## src/sv/rpcs_pkg.sv

```systemverilog
// shared constants and types for the row pair cosine similarity core
`default_nettype none
package rpcs_pkg;

    localparam int ROW_CNT_DEF     = 64;
    localparam int COL_CNT_DEF     = 256;
    localparam int RATING_BITS_DEF = 16;

    localparam int ROW_W     = 6;
    localparam int COL_W     = 8;
    localparam int RATING_W  = 16;
    localparam int CFG_W     = 9;
    localparam int SIM_W     = 16;
    localparam int FRAC_BITS = 14;
    localparam int ONE_Q14   = 16384;

    localparam logic [CFG_W-1:0] CFG_COLS_RESET = 9'd256;

    localparam logic OP_WRITE = 1'b0;
    localparam logic OP_QUERY = 1'b1;

    typedef enum logic [1:0] {
        UOP_SQRT,
        UOP_MUL,
        UOP_DIV
    } t_unit_op;

    typedef struct packed {
        logic     start;
        t_unit_op op;
    } t_unit_ctl;

    typedef struct packed {
        logic busy;
        logic done;
    } t_unit_sts;

    typedef enum logic [1:0] {
        ACC_SA,
        ACC_SB,
        ACC_DOT
    } t_acc_sel;

    typedef enum logic [4:0] {
        S_CLEAR,
        S_IDLE,
        S_RDA,
        S_RDB,
        S_MAA,
        S_MBB,
        S_MAB,
        S_DRAIN,
        S_CHK,
        S_SQA,
        S_SQA_W,
        S_SQB,
        S_SQB_W,
        S_MUL,
        S_MUL_W,
        S_DIV,
        S_DIV_W,
        S_OUT
    } t_state;

endpackage
`default_nettype wire

```

## src/sv/rpcs_serial_unit.sv

```systemverilog
// shared serial unit: integer square root, shift-add multiply, restoring divide
`default_nettype none
module rpcs_serial_unit
    import rpcs_pkg::*;
#(
    parameter int ACC_W = 2 * RATING_BITS_DEF + $clog2(COL_CNT_DEF)
) (
    input  wire logic                               i_clk,
    input  wire logic                               i_rst_n,
    input  wire t_unit_ctl                          i_ctl,
    output t_unit_sts                               o_sts,
    input  wire logic [ACC_W+FRAC_BITS-1:0]         i_opnd_w,
    input  wire logic [2*((ACC_W+1)/2)-1:0]         i_opnd_d,
    output logic      [ACC_W+FRAC_BITS-1:0]         o_result
);
    localparam int SQ_W  = (ACC_W + 1) / 2;
    localparam int DEN_W = 2 * SQ_W;
    localparam int NUM_W = ACC_W + FRAC_BITS;
    localparam int SW    = DEN_W + 1;
    localparam int SH    = NUM_W - DEN_W;
    localparam int CNT_W = $clog2(NUM_W + 1);

    t_unit_op         r_op;
    logic             r_busy;
    logic             r_done;
    logic [CNT_W-1:0] r_cnt;
    logic [NUM_W-1:0] r_w;
    logic [SW-1:0]    r_r;
    logic [NUM_W-1:0] r_res;
    logic [DEN_W-1:0] r_d;

    logic [SW-1:0]    s_min;
    logic [SW-1:0]    s_sub;
    logic [SW:0]      s_diff;
    logic             s_ge;
    logic [DEN_W-1:0] s_sum;

    always_comb begin
        case (r_op)
            UOP_SQRT: begin
                s_min = {r_r[SW-3:0], r_w[NUM_W-1 -: 2]};
                s_sub = SW'({r_res[SQ_W-1:0], 2'b01});
            end
            UOP_DIV: begin
                s_min = {r_r[SW-2:0], r_w[NUM_W-1]};
                s_sub = SW'(r_d);
            end
            default: begin
                s_min = r_r;
                s_sub = '0;
            end
        endcase
        s_diff = {1'b0, s_min} - {1'b0, s_sub};
        s_ge   = !s_diff[SW];
        s_sum  = r_res[DEN_W-1:0] + r_d;
    end

    always_ff @(posedge i_clk) begin
        if (!i_rst_n) begin
            r_busy <= 1'b0;
            r_done <= 1'b0;
            r_cnt  <= '0;
        end else begin
            r_done <= 1'b0;
            if (i_ctl.start) begin
                r_busy <= 1'b1;
                r_cnt  <= (i_ctl.op == UOP_DIV) ? CNT_W'(NUM_W) : CNT_W'(SQ_W);
            end else if (r_busy) begin
                r_cnt <= r_cnt - 1'b1;
                if (r_cnt == CNT_W'(1)) begin
                    r_busy <= 1'b0;
                    r_done <= 1'b1;
                end
            end
        end
    end

    always_ff @(posedge i_clk) begin
        if (i_ctl.start) begin
            r_op  <= i_ctl.op;
            r_r   <= '0;
            r_res <= '0;
            r_d   <= i_opnd_d;
            r_w   <= (i_ctl.op == UOP_SQRT) ? (i_opnd_w << SH) : i_opnd_w;
        end else if (r_busy) begin
            case (r_op)
                UOP_SQRT: begin
                    r_r   <= s_ge ? s_diff[SW-1:0] : s_min;
                    r_res <= {r_res[NUM_W-2:0], s_ge};
                    r_w   <= r_w << 2;
                end
                UOP_DIV: begin
                    r_r   <= s_ge ? s_diff[SW-1:0] : s_min;
                    r_res <= {r_res[NUM_W-2:0], s_ge};
                    r_w   <= r_w << 1;
                end
                UOP_MUL: begin
                    if (r_w[0]) begin
                        r_res <= NUM_W'(s_sum);
                    end
                    r_d <= r_d << 1;
                    r_w <= r_w >> 1;
                end
                default: begin
                    r_r <= r_r;
                end
            endcase
        end
    end

    assign o_sts.busy = r_busy;
    assign o_sts.done = r_done;
    assign o_result   = r_res;
endmodule
`default_nettype wire

```

## config.mk

```make
export PLATFORM = sky130hd
export DESIGN_NAME = rpcs_serial_unit
export DESIGN_NICKNAME = d
export VERILOG_FILES = /design/src/sv/rpcs_pkg.sv /design/src/sv/rpcs_serial_unit.sv
export SDC_FILE = /design/constraint.sdc
export NUM_CORES = 1
export LEC_CHECK = 0
export BUFFER_PORTS_ARGS = -buffer_cell sky130_fd_sc_hd__buf_2
export CAP_MARGIN = 15
export CORE_UTILIZATION = 45
export CTS_BUF_LIST = sky130_fd_sc_hd__clkbuf_4
export CTS_CLUSTER_SIZE = 10
export DETAILED_ROUTE_END_ITERATION = 10
export PLACE_DENSITY = 0.66
export SYNTH_ARGS = -nofsm -noshare
export SYNTH_HDL_FRONTEND = slang
export SYNTH_SLANG_ARGS = --single-unit
export TNS_END_PERCENT = 1
```

## constraint.sdc

```tcl
create_clock -name i_clk -period 4.4 [get_ports i_clk]
set_clock_uncertainty 0.05 [all_clocks]
set_input_delay 0.88 -clock i_clk [delete_from_list [all_inputs] [get_ports i_clk]]
set_output_delay 0.88 -clock i_clk [all_outputs]
set_load 0.01 [all_outputs]
```

Word-level counts from Yosys, hierarchy flattened
Cells that the tools add are included.
Cells by class
  add/sub/neg operators: 3
  eq/ne operators: 5
  muxes and demuxes: 19
  bitwise operators: 2
  reduce and logical (&&, ||, !) cells: 13
Operators with widths (count)
  54-bit 2-to-1 mux: 4
  54-bit one-hot mux with 3 select lines: 1
  40-bit 2-to-1 mux: 3
  54-bit one-hot mux with 2 select lines: 1
  41-bit one-hot mux with 2 select lines: 1
  40-bit one-hot mux with 2 select lines: 1
  41-bit by 41-bit subtractor with 42-bit output: 1
  41-bit 2-to-1 mux: 1
  40-bit adder: 1
  6-bit 2-to-1 mux: 3
  6-bit by 1-bit == test with 1-bit output (second input constant): 1
  2-bit AND reduction: 3
  2-bit nonzero test: 3
  6-bit by 1-bit subtractor with 6-bit output (second input constant): 1
  2-bit == test (second input constant): 2
  2-bit zero test: 2
  1-bit 2-to-1 mux: 4
  4-bit nonzero test: 1
  3-bit AND reduction: 1
  3-bit OR reduction: 1
  2-bit by 1-bit == test with 1-bit output (second input constant): 1
  2-bit inequality test (second input constant): 1
  1-bit inverter: 2
  2-bit OR reduction: 1
  1-bit zero test: 1
Word-level totals
  flip-flop bits (word level): 199
  input port bits: 99
  output and inout bits: 56

Logic depth before layout (Yosys ltp)
Gate-level depths: netlist (run 1).
  depth in word-level cells: 5
  mapped depth: 22
  gate-level depth less buffers: 16

Least setup slack after synthesis (run 1)
Ideal clock, no wire load.
  path kind: register to register
  start point: reg r_op[0]
  end point: reg r_r[39]
  library setup time: 0.122 ns
  arrival time: 4.389 ns
  required time: 4.228 ns
  slack: -0.162 ns
  stages on the path, launching flop included: 20
  path buffers: 5
  period minus slack after synthesis: 4.562 ns
  cells stage by stage: edfxtp_1 -> inv_1 -> ha_1 -> buf_6 -> clkbuf_1 -> buf_1 -> clkbuf_1 -> clkbuf_1 -> a22oi_1 -> ha_1 -> o21a_1 -> o31a_1 -> o311ai_4 -> o211ai_2 -> a311oi_2 -> o21ai_2 -> a31o_4 -> a311oi_2 -> xor2_1 -> o21ai_1
On the way
  word-level cells in the longest chain between the ends: 4
  elaborated cells on any way between the ends: 8
  classes of those cells: 1 x add/sub; 1 x eq/ne; 3 x mux; 3 x reduce/logical
RTL lines
  from (decl): RTL line rpcs_serial_unit.sv:23  | t_unit_op r_op;
  from (signal assigned): RTL line rpcs_serial_unit.sv:80  | r_op <= i_ctl.op;
  2-bit == test or 2-bit zero test (tied branches): RTL line rpcs_serial_unit.sv:39, rpcs_serial_unit.sv:86
  41-bit one-hot mux with 2 select lines or 40-bit one-hot mux with 2 select lines (tied branches): RTL line rpcs_serial_unit.sv:39  | case (r_op)
  41-bit by 41-bit subtractor with 42-bit output: RTL line rpcs_serial_unit.sv:53  | s_diff = {1'b0, s_min} - {1'b0, s_sub};
  41-bit 2-to-1 mux: RTL line rpcs_serial_unit.sv:88, rpcs_serial_unit.sv:93
  to (signal assigned): RTL line rpcs_serial_unit.sv:88  | r_r <= s_ge ? s_diff[SW-1:0] : s_min;
  to (signal assigned): RTL line rpcs_serial_unit.sv:93  | r_r <= s_ge ? s_diff[SW-1:0] : s_min;
  to (signal assigned): RTL line rpcs_serial_unit.sv:105  | r_r <= r_r;
  to (decl): RTL line rpcs_serial_unit.sv:28  | logic [SW-1:0] r_r;
Several ways; a longest one is shown, not always the timed one.
A chain may end at the register's enable or synchronous reset.

Final worst setup path (run 1)
Ends and elaborated chain as after synthesis.

==> results of run 1 <==
## critical path, stage by stage (launching register included)
cell	delay [ns]
sky130_fd_sc_hd__edfxtp_1	0.49
sky130_fd_sc_hd__inv_1	0.15
sky130_fd_sc_hd__ha_2	0.29
sky130_fd_sc_hd__nor2_2	0.07
sky130_fd_sc_hd__buf_4	0.20
sky130_fd_sc_hd__nand2_1	0.08
sky130_fd_sc_hd__nand2_1	0.07
sky130_fd_sc_hd__ha_1	0.34
sky130_fd_sc_hd__o21a_1	0.19
sky130_fd_sc_hd__o31a_1	0.15
sky130_fd_sc_hd__o311ai_4	0.38
sky130_fd_sc_hd__o211ai_2	0.17
sky130_fd_sc_hd__a311oi_2	0.36
sky130_fd_sc_hd__o21ai_2	0.18
sky130_fd_sc_hd__a31o_4	0.30
sky130_fd_sc_hd__a311oi_2	0.30
sky130_fd_sc_hd__xor2_1	0.18
sky130_fd_sc_hd__o21ai_1	0.08
## worst max path at each step
stage,start,depth (start not counted),end,slack [ns]
2_1_floorplan,r_op[0]$_DFFE_PP_,19,r_r[39]$_SDFFE_PP0P_,0.008
5_1_grt,r_op[1]$_DFFE_PP_,18,r_r[17]$_SDFFE_PP0P_,0.01
6_report,r_op[0]$_DFFE_PP_,17,r_r[39]$_SDFFE_PP0P_,0.26
3_3_place_gp,r_op[0]$_DFFE_PP_,19,r_r[9]$_SDFFE_PP0P_,0.31
3_5_place_dp,r_op[0]$_DFFE_PP_,19,r_r[9]$_SDFFE_PP0P_,0.18
4_1_cts,r_op[0]$_DFFE_PP_,19,r_r[9]$_SDFFE_PP0P_,0.15
## cell usage in the layout (no fill, tap or decap), types with 39 or more instances in the layout
cell type,synthesis,final
sky130_fd_sc_hd__nand2_1,236,234
sky130_fd_sc_hd__nor2_1,198,195
sky130_fd_sc_hd__a21oi_1,181,181
sky130_fd_sc_hd__buf_2,0,153
sky130_fd_sc_hd__a22oi_1,125,125
sky130_fd_sc_hd__dfxtp_1,103,103
sky130_fd_sc_hd__edfxtp_1,96,96
sky130_fd_sc_hd__ha_1,81,78
sky130_fd_sc_hd__o21ai_0,66,65
sky130_fd_sc_hd__mux2i_1,57,57
sky130_fd_sc_hd__a21o_1,47,47
sky130_fd_sc_hd__buf_4,5,43
sky130_fd_sc_hd__a211oi_1,39,39
## timing repair
action / in CTS / in global routing
setup buffers: 0 / 5
hold buffers: 0 / 0
setup endpoints to repair: 0 / 25
gates resized for setup: 0 / 2
## sequential cells by signal, summed over array words and instances (netlist names)
register and flops:
r_done 1, r_op 2, r_cnt 6, r_d 40, r_busy 1, r_w 54
o_result 54, r_r 41
## final cells by class
class,instances,area [um2]
well taps,442,553.0
inverters,32,120.1
repair buffers,202,1200
clock inverters,14,185.2
multi-input cells,1447,9500
fillers,3205,16060
clock buffers,18,135.1
diodes,1,2.502
flip-flops and latches,199,4945
## power by group through the flow
stage          clock [uW]  combinational [uW]  sequential, uW
2_1_floorplan           0                2120            2340
3_3_place_gp            0                2790            2410
3_5_place_dp            0                2810            2410
4_1_cts              1150                2830            2370
5_1_grt              1200                3180            2400
6_report             1130                2890            2380
## metrics by stage
step | area, um2 | hold slack [ns]
3_3_place_gp | 16260 | 0.3972
2_1_floorplan | 15030 | 0.3853
4_1_cts | 16580 | 0.3793
6_report | 16640 | 0.4296
5_1_grt | 16640 | 0.3900
3_5_place_dp | 16260 | 0.4040
## metal layers
metal,vias to the layer above,part of all wire,track usage
li1,6915,-,-
met1,6855,0.47,0.3901
met2,511,0.44,0.4151
met3,44,0.067,0.04485
met4,0,0.016,0.07174
met5,-,0,0
## logic make-up after synthesis
group / Yosys count / synth area share
AO/OA/AOI/OAI: 630 / 0.2857
AND/OR/NAND/NOR: 571 / 0.1658
flip-flops: 199 / 0.3290
buffers and inverters: 158 / 0.04321
multiplexers: 95 / 0.06644
adder cells (fa/ha/maj): 84 / 0.07077
XOR/XNOR: 67 / 0.03905
==> impl_metrics.json, run 1 <==
{
  "outcome": "finished, final reports clean",
  "post-place-ws_ns": 0.1793,
  "p_int_uw": 3690,
  "ys_seq_area_frac": 0.3290,
  "worstReg2RegEnd": "r_r[39]$_SDFFE_PP0P_",
  "rrSetupSlack_ns": 0.26,
  "numPlacedInstances": 2317,
  "crit_required_ns": 4.91,
  "floorplan.die.width_um": 184.7,
  "grt_remaining_overflow": 0,
  "final_min_period_over_clock_period": 0.9403,
  "worst_skew_pair.late_latency_ns": 0.67,
  "max_slew_margin": 0.2759,
  "finalMaxSlewViolations": 0,
  "path_class": "register to register",
  "largest_net_degree_at_the_start_of_global_routing": 168,
  "global_route_wire_length_before_repair_mm": 72.22,
  "cts_htree_levels": 4,
  "max-clock-path-buffers": 2,
  "fraction_of_final_layout_cells_sized_beyond_drive_strength_1": 0.1663,
  "die_area_um2": 34130,
  "synth_fp_nets": 1986,
  "crit-reg2reg-launch": "r_op[0]$_DFFE_PP_",
  "drc_errors": 0,
  "die_height_um": 184.7,
  "worstPathArrival_ns": 4.65,
  "end_point_of_the_most_critical_hold_path": "r_cnt[5]$_SDFFE_PN0P_",
  "routed_via_density": 6.083,
  "grt_use_total": 0.2706,
  "flow.area_growth_from_synthesis_pct": 10.73,
  "vias": 14330,
  "initial_utilization": 0.4596,
  "drv_cap": 0,
  "synthArstFlopShare": 0,
  "finalWorstPathRequiredPeriod_ns": 4.137,
  "timing_worst_slew_pin_value_ns": 1.086,
  "final_util": 0.5089,
  "finalNonFillerCells": 2355,
  "p_per_area_nw_per_um2": 384.8,
  "power.sequential.fraction": 0.372,
  "share_of_power_burned_in_combinational_logic": 0.452,
  "post_drt_wl_per_cell_um": 19.70,
  "crit_path_max_fanout": 14,
  "grt_antenna_before_repair": 1,
  "report.power.total_uw": 6404,
  "synthTopCellsByCount": "sky130_fd_sc_hd__nand2_1, sky130_fd_sc_hd__nor2_1, sky130_fd_sc_hd__a21oi_1",
  "initialDrtViolationCount": 1486,
  "setup_slack_ns": 0.2626,
  "placeableCoreArea_um2": 32700,
  "sw_frac_of_total": 0.4237,
  "yosysTopAreaCellShare": 0.1918,
  "ys_ff_latch": 199,
  "post_synth_inst_count": 1804,
  "synth_edf_count": 96,
  "final-setup-viol-count": 0,
  "post_synth.cell_area_avg_um2": 8.330,
  "totalWireLength_mm": 46.39,
  "final-hold-violation-count": 0,
  "switching_power_uw": 2714,
  "boundaryPins": 155,
  "gp_routability_congestion": 0.9451,
  "clock-root-buffer": "sky130_fd_sc_hd__clkbuf_4",
  "timing.setup.tns_ns": 0,
  "detailed_place_hpwl_mm": 33.18,
  "timing.hold.worst_path_depth": 3,
  "synth_area_leader_cell": "sky130_fd_sc_hd__edfxtp_1",
  "endpoint_kind": "register",
  "finalNetCount": 2081,
  "worstRegToRegCells": 17,
  "p_clk_frac": 0.176,
  "netlist_area_um2": 15030,
  "hp-start": "i_rst_n",
  "drtAntennaViolNets": 0,
  "peakVddDrop_mv": 0.1786,
  "grt_pass1_vias": 13160,
  "post-synth-top-count-cell": "sky130_fd_sc_hd__nand2_1",
  "ys.flop_type": "sky130_fd_sc_hd__dfxtp_1",
  "worst_setup_path_start_kind": "register",
  "yosysUniqueCellTypes": 89,
  "core.rowCount": 66,
  "port-buffer-count": 154,
  "post_synth_main_area_contributors": "sky130_fd_sc_hd__edfxtp_1, sky130_fd_sc_hd__dfxtp_1, sky130_fd_sc_hd__ha_1, sky130_fd_sc_hd__a22oi_1, sky130_fd_sc_hd__a21oi_1",
  "first_pass_iteration_count_of_the_detailed_router": 5,
  "worst_hold_path_type": "input pin to register",
  "tritoncts.num_buffers": 17,
  "tritoncts": "done",
  "clock_sink_count": 199,
  "yosys_warnings": 0,
  "clkTransAtPathRegs_ns": 0.19,
  "fmax_ghz": 0.2417,
  "p_leak_uw": 0.006943,
  "grt_setup_unrepaired": "false"
}
Power figures use the tool's default switching activity.
==> run 2: changes to the inputs <==
--- a/config.mk
+++ b/config.mk
@@ -5,13 +5,14 @@
 export SDC_FILE = /design/constraint.sdc
 export NUM_CORES = 1
 export LEC_CHECK = 0
-export BUFFER_PORTS_ARGS = -buffer_cell sky130_fd_sc_hd__buf_2
 export CAP_MARGIN = 15
-export CORE_UTILIZATION = 45
+export CORE_UTILIZATION = 61
 export CTS_BUF_LIST = sky130_fd_sc_hd__clkbuf_4
 export CTS_CLUSTER_SIZE = 10
 export DETAILED_ROUTE_END_ITERATION = 10
-export PLACE_DENSITY = 0.66
+export DONT_BUFFER_PORTS = 1
+export GPL_TIMING_DRIVEN = 0
+export PLACE_DENSITY = 0.8
 export SYNTH_ARGS = -nofsm -noshare
 export SYNTH_HDL_FRONTEND = slang
 export SYNTH_SLANG_ARGS = --single-unit
==> impl_metrics.json, run 2 (synthesis results as in run 1) <==
{
  "outcome": "finished, final reports clean",
  "worst_setup_path_start_kind": "register",
  "gp_routability_congestion": 0.9677,
  "rrSetupSlack_ns": 0.03,
  "die_height_um": 159.0,
  "fraction_of_final_layout_cells_sized_beyond_drive_strength_1": 0.1202,
  "met3WireLength_mm": 6.023,
  "port-buffer-count": 0,
  "leading_cell_types_in_the_layout_fill_and_taps_excluded": "sky130_fd_sc_hd__nand2_1, sky130_fd_sc_hd__nor2_1, sky130_fd_sc_hd__a21oi_1",
  "path_class": "register to register",
  "finalWorstPathRequiredPeriod_ns": 4.374,
  "drc_errors": 0,
  "finalInstanceArea_um2": 16570,
  "floorplan.die.width_um": 159.0,
  "global_route_wire_length_before_repair_mm": 77.42,
  "endpoint_kind": "register",
  "worst_hold_path_type": "input pin to register",
  "finalNetCount": 2032,
  "fmax_ghz": 0.2286,
  "max-clock-path-buffers": 2,
  "drtAntennaViolNets": 0,
  "tritoncts.num_buffers": 17,
  "worstReg2RegEnd": "r_r[34]$_SDFFE_PP0P_",
  "grt_antenna_before_repair": 3,
  "max_slew_margin": 0.2445,
  "wirelength_met1_mm": 19.78,
  "crit-reg2reg-launch": "r_op[1]$_DFFE_PP_",
  "detailed_place_hpwl_mm": 37.30,
  "clock-root-buffer": "sky130_fd_sc_hd__clkbuf_4",
  "timing_worst_slew_pin_value_ns": 1.129,
  "peakVddDrop_mv": 0.2110,
  "final_min_period_over_clock_period": 0.9941,
  "grt_setup_unrepaired": "true",
  "worst_skew_pair.late_latency_ns": 0.64,
  "final-setup-viol-count": 0,
  "initial_utilization": 0.6198,
  "routed_via_density": 6.931,
  "largest_net_degree_at_the_start_of_global_routing": 30,
  "grt_pass1_vias": 14040,
  "totalWireLength_mm": 50.70,
  "vias": 15170,
  "p_per_area_nw_per_um2": 409.0,
  "grt_remaining_overflow": 0,
  "tritoncts": "done",
  "flow.area_growth_from_synthesis_pct": 10.29,
  "first_pass_iteration_count_of_the_detailed_router": 6,
  "finalMaxSlewViolations": 0,
  "final-hold-violation-count": 0,
  "initialDrtViolationCount": 1773,
  "post_drt_wl_per_cell_um": 23.16,
  "final.fill_count": 1997,
  "critPathLaunch": "r_op[1]$_DFFE_PP_",
  "p_leak_uw": 0.006517,
  "crit_required_ns": 4.87,
  "boundaryPins": 155,
  "placeableCoreArea_um2": 24250,
  "most_frequent_standard_cell_in_the_layout_excluding_fill_and_tap_cells": "sky130_fd_sc_hd__nand2_1",
  "clock_sink_count": 199,
  "detailed_place.area_um2": 15480,
  "core.rowCount": 57,
  "met2WireLength_mm": 22.47,
  "top_layer_used": "met5",
  "crit_path_max_fanout": 10,
  "timing.hold.worst_path_depth": 0,
  "die_area_um2": 25270,
  "cts_htree_levels": 4,
  "grt_use_total": 0.3878,
  "timing.critical_path.to": "r_r[34]$_SDFFE_PP0P_",
  "worstPathArrival_ns": 4.85,
  "report.power.total_uw": 6779,
  "worstRegToRegCells": 19,
  "clkTransAtPathRegs_ns": 0.19,
  "drv_cap": 0
}
==> run 2: cell types whose count changed in the layout (fill, tap and decap cells not counted), sizes merged <==
| cell | delta |
|---|---|
| clkinv | +1 |
| inv | +2 |
| diode | +1 |
| clkbuf | +78 |
| buf | -128 |
| bufinv | -2 |
==> run 2: through the flow <==
stage | hold slack (ns) | util | setup TNS, ns | setup WS [ns] | std cells
after floorplan | 0.3853 | - | 0 | 0.007782 | 1804
after global placement | 0.3922 | 0.6366 | -120.70 | -1.849 | 2128
after detailed placement | 0.4202 | 0.6384 | -63.36 | -2.022 | 2130
after CTS | 0.2836 | 0.6697 | 0 | 0.01838 | 2178
after global routing | 0.2681 | 0.6835 | -0.09037 | -0.02626 | 2189
final | 0.3022 | 0.6835 | 0 | 0.02611 | 2189
==> run 2: worst min-delay path by stage <==
stage / slack, ns / startpoint / end
after global placement: 0.39 / r_r[40]$_SDFFE_PP0P_ / r_r[40]$_SDFFE_PP0P_
after CTS: 0.28 / i_ctl[0] / r_op[0]$_DFFE_PP_
after detailed placement: 0.42 / r_cnt[5]$_SDFFE_PN0P_ / r_cnt[5]$_SDFFE_PN0P_
after floorplan: 0.39 / r_r[40]$_SDFFE_PP0P_ / r_r[40]$_SDFFE_PP0P_
after global routing: 0.27 / i_ctl[0] / r_op[0]$_DFFE_PP_
final: 0.30 / i_ctl[0] / r_op[0]$_DFFE_PP_
==> run 2: layer usage <==
layer  global-route usage  vias to the layer above
li1                     -                     6817
met1               0.5066                     7116
met2               0.6011                     1036
met3              0.09820                      202
met4               0.1853                        2
met5                    0                        -
==> run 2: repair_timing <==
action,4_1_cts,5_1_grt
buffers inserted,24,11
gates resized for setup,76,51
pin swaps,21,28
endpoints found under the setup margin,59,42
hold buffers,0,0
==> run 2: area by class of cell <==
| class | instances | area (um2) | share of cell area |
|---|---|---|---|
| timing repair buffer | 37 | 302.8 | 0.01827 |
| sequential | 199 | 4945 | 0.2983 |
| clock inverter | 15 | 190.2 | 0.01147 |
| antenna | 2 | 5.005 | 0.0003020 |
| multi-input combinational | 1447 | 9826 | 0.5928 |
| inverter | 32 | 120.1 | 0.007247 |
| buffer | 116 | 653.1 | 0.03941 |
| clock buffer | 17 | 127.6 | 0.007700 |
| tap | 324 | 405.4 | 0.02446 |
==> run 2: worst max-delay path, stage by stage, from the launching register on <==
cell                        delay, ns
sky130_fd_sc_hd__edfxtp_1        0.48
sky130_fd_sc_hd__ha_4            0.23
sky130_fd_sc_hd__buf_12          0.16
sky130_fd_sc_hd__buf_12          0.14
sky130_fd_sc_hd__buf_8           0.14
sky130_fd_sc_hd__clkbuf_16       0.17
sky130_fd_sc_hd__buf_12          0.15
sky130_fd_sc_hd__a22oi_2         0.28
sky130_fd_sc_hd__ha_2            0.35
sky130_fd_sc_hd__buf_4           0.16
sky130_fd_sc_hd__a21oi_1         0.16
sky130_fd_sc_hd__inv_1           0.08
sky130_fd_sc_hd__a21o_1          0.17
sky130_fd_sc_hd__a21oi_1         0.24
sky130_fd_sc_hd__o31ai_2         0.17
sky130_fd_sc_hd__o31ai_4         0.31
sky130_fd_sc_hd__a211o_1         0.22
sky130_fd_sc_hd__o41ai_4         0.09
sky130_fd_sc_hd__a2111oi_4       0.37
sky130_fd_sc_hd__o21ai_0         0.13
==> run 2: where the power goes <==
| part | switching (uW) | internal [uW] |
|---|---|---|
| clock network | 801 | 280 |
| logic | 1970 | 1310 |
| registers | 249 | 2160 |
==> run 3: changes to the inputs <==
--- a/config.mk
+++ b/config.mk
@@ -12,7 +12,9 @@
 export DETAILED_ROUTE_END_ITERATION = 10
 export DONT_BUFFER_PORTS = 1
 export GPL_TIMING_DRIVEN = 0
+export MAX_ROUTING_LAYER = met4
 export PLACE_DENSITY = 0.8
+export SETUP_SLACK_MARGIN = 0.5
 export SYNTH_ARGS = -nofsm -noshare
 export SYNTH_HDL_FRONTEND = slang
 export SYNTH_SLANG_ARGS = --single-unit
==> impl_metrics.json, run 3 (synthesis results as in run 1) <==
{
  "clkTransAtPathRegs_ns": 0.19,
  "switching_power_uw": 3003,
  "ctsHoldBuffers": 0,
  "final_util": 0.6894,
  "post-place-ws_ns": -0.9827,
  "grt_pass1_vias": 14190,
  "clock-root-buffer": "sky130_fd_sc_hd__clkbuf_4",
  "finalMaxSlewViolations": 0,
  "max-clock-path-buffers": 2,
  "totalWireLength_mm": 51.03,
  "cts_htree_levels": 4,
  "outcome": "finished, final reports clean",
  "final-hold-violation-count": 0,
  "gp_routability_congestion": 0.9873,
  "crit_path_max_fanout": 10,
  "clock_sink_count": 199,
  "peakVddDrop_mv": 0.1864,
  "grt_use_total": 0.4066,
  "largest_net_degree_at_the_start_of_global_routing": 40,
  "leading_cell_types_in_the_layout_fill_and_taps_excluded": "sky130_fd_sc_hd__nand2_1, sky130_fd_sc_hd__nor2_1, sky130_fd_sc_hd__a21oi_1",
  "fraction_of_final_layout_cells_sized_beyond_drive_strength_1": 0.1266,
  "initial_utilization": 0.6198,
  "die_height_um": 159.0,
  "tritoncts.num_buffers": 17,
  "share_of_power_burned_in_combinational_logic": 0.495,
  "p_clk_frac": 0.150,
  "worst_skew_pair.late_latency_ns": 0.66,
  "worst_hold_path_type": "input pin to register",
  "gr-max-usage-layer": "met2",
  "detailed_place_hpwl_mm": 37.81,
  "met1_usage": 0.5118,
  "global_route_wire_length_before_repair_mm": 78.38,
  "drtAntennaViolNets": 0,
  "timing_worst_slew_pin_value_ns": 1.019,
  "setup_slack_ns": 0.03405,
  "groute.layer.met3.usage": 0.09325,
  "finalNetCount": 2049,
  "initialDrtViolationCount": 2039,
  "fmax_ghz": 0.2290,
  "routed_via_density": 6.841,
  "final.fill_count": 1990,
  "placeableCoreArea_um2": 24250,
  "final-setup-viol-count": 0,
  "drc_errors": 0,
  "vias": 15100,
  "die_area_um2": 25270,
  "worstPathArrival_ns": 4.86,
  "worst_setup_path_start_kind": "register",
  "flow.area_growth_from_synthesis_pct": 11.23,
  "drv_cap": 0,
  "port-buffer-count": 0,
  "grt_antenna_before_repair": 3,
  "core.rowCount": 57,
  "sw_frac_of_total": 0.4410,
  "p_leak_uw": 0.006612,
  "final_min_period_over_clock_period": 0.9923,
  "power.sequential.fraction": 0.354,
  "endpoint_kind": "register",
  "worstRegToRegCells": 21,
  "post_drt_wl_per_cell_um": 23.12,
  "finalWorstPathRequiredPeriod_ns": 4.366,
  "timing.hold.worst_path_depth": 0,
  "p_per_area_nw_per_um2": 407.4,
  "p_int_uw": 3806,
  "gr-usage-met2": 0.6118,
  "grt_remaining_overflow": 0,
  "most_frequent_standard_cell_in_the_layout_excluding_fill_and_tap_cells": "sky130_fd_sc_hd__nand2_1",
  "tritoncts": "done",
  "grt_setup_unrepaired": "true",
  "crit_required_ns": 4.90,
  "floorplan.die.width_um": 159.0,
  "path_class": "register to register",
  "max_slew_margin": 0.3181,
  "first_pass_iteration_count_of_the_detailed_router": 8,
  "boundaryPins": 155
}
[run 3: cell type report]
class,count,area [um2],share of cell area
tap,324,405.4,0.02425
buffer,126,789.5,0.04723
clock buffer,17,127.6,0.007635
sequential,199,4946,0.2959
antenna,3,7.507,0.0004491
inverter,32,120.1,0.007186
clock inverter,15,151.4,0.009057
multi-input combinational,1447,9762,0.5840
timing repair buffer,44,406.6,0.02433
[run 3: timing repair]
| action | 4_1_cts | 5_1_grt |
|---|---|---|
| resized for setup | 103 | 37 |
| pin swaps | 33 | 25 |
| setup buffers | 36 | 4 |
| gates cloned | 1 | 0 |
| setup endpoints to repair | 97 | 44 |
[run 3: power by group through the flow]
stage          combinational, uW  clock (uW)  sequential, uW
2_1_floorplan               2120           0            2340
3_3_place_gp                2720           0            2430
3_5_place_dp                2760           0            2430
4_1_cts                     3140        1010            2390
5_1_grt                     3610        1070            2430
6_report                    3370        1020            2410
[run 3: critical path, cell delays in order, from the launching register on]
cell	delay [ns]
sky130_fd_sc_hd__edfxtp_1	0.49
sky130_fd_sc_hd__ha_4	0.24
sky130_fd_sc_hd__buf_12	0.14
sky130_fd_sc_hd__clkbuf_16	0.15
sky130_fd_sc_hd__buf_12	0.12
sky130_fd_sc_hd__clkbuf_16	0.16
sky130_fd_sc_hd__clkbuf_16	0.16
sky130_fd_sc_hd__a22oi_2	0.30
sky130_fd_sc_hd__ha_1	0.19
sky130_fd_sc_hd__clkbuf_8	0.14
sky130_fd_sc_hd__nand4_1	0.14
sky130_fd_sc_hd__nor3_2	0.28
sky130_fd_sc_hd__nand4b_1	0.19
sky130_fd_sc_hd__nor3_2	0.19
sky130_fd_sc_hd__nor3_2	0.05
sky130_fd_sc_hd__buf_4	0.16
sky130_fd_sc_hd__o21ai_4	0.23
sky130_fd_sc_hd__o21a_4	0.19
sky130_fd_sc_hd__buf_8	0.14
sky130_fd_sc_hd__buf_8	0.17
sky130_fd_sc_hd__nand2_1	0.08
sky130_fd_sc_hd__a311oi_2	0.25
[run 3: stage by stage]
| step | total power [uW] | instance area [um2] | instances | hold WS, ns | TNS [ns] |
|---|---|---|---|---|---|
| CTS | 6548 | 16540 | 2200 | 0.2484 | 0 |
| finish | 6810 | 16720 | 2207 | 0.2551 | 0 |
| global placement | 5155 | 15460 | 2128 | 0.3915 | -97.74 |
| global route | 7105 | 16720 | 2207 | 0.2429 | -0.3621 |
| floorplan | 4464 | 15060 | 1804 | 0.3853 | 0 |
| detailed placement | 5196 | 15520 | 2131 | 0.4057 | -36.88 |
[run 3: worst paths after layout]
| path | slack (ns) | end | startpoint |
|---|---|---|---|
| max | 0.03 | r_r[33]$_SDFFE_PP0P_ | r_op[1]$_DFFE_PP_ |
| max reg2reg | 0.03 | r_r[33]$_SDFFE_PP0P_ | r_op[1]$_DFFE_PP_ |
| min | 0.26 | r_op[0]$_DFFE_PP_ | i_ctl[0] |
| min reg2reg | 0.45 | r_r[14]$_SDFFE_PP0P_ | r_r[14]$_SDFFE_PP0P_ |
[run 3: routing by layer]
metal,vias to the layer above,part of all wire
met4,0,0.051
met1,7018,0.39
li1,6860,-
met5,-,0
met3,203,0.12
met2,1017,0.44
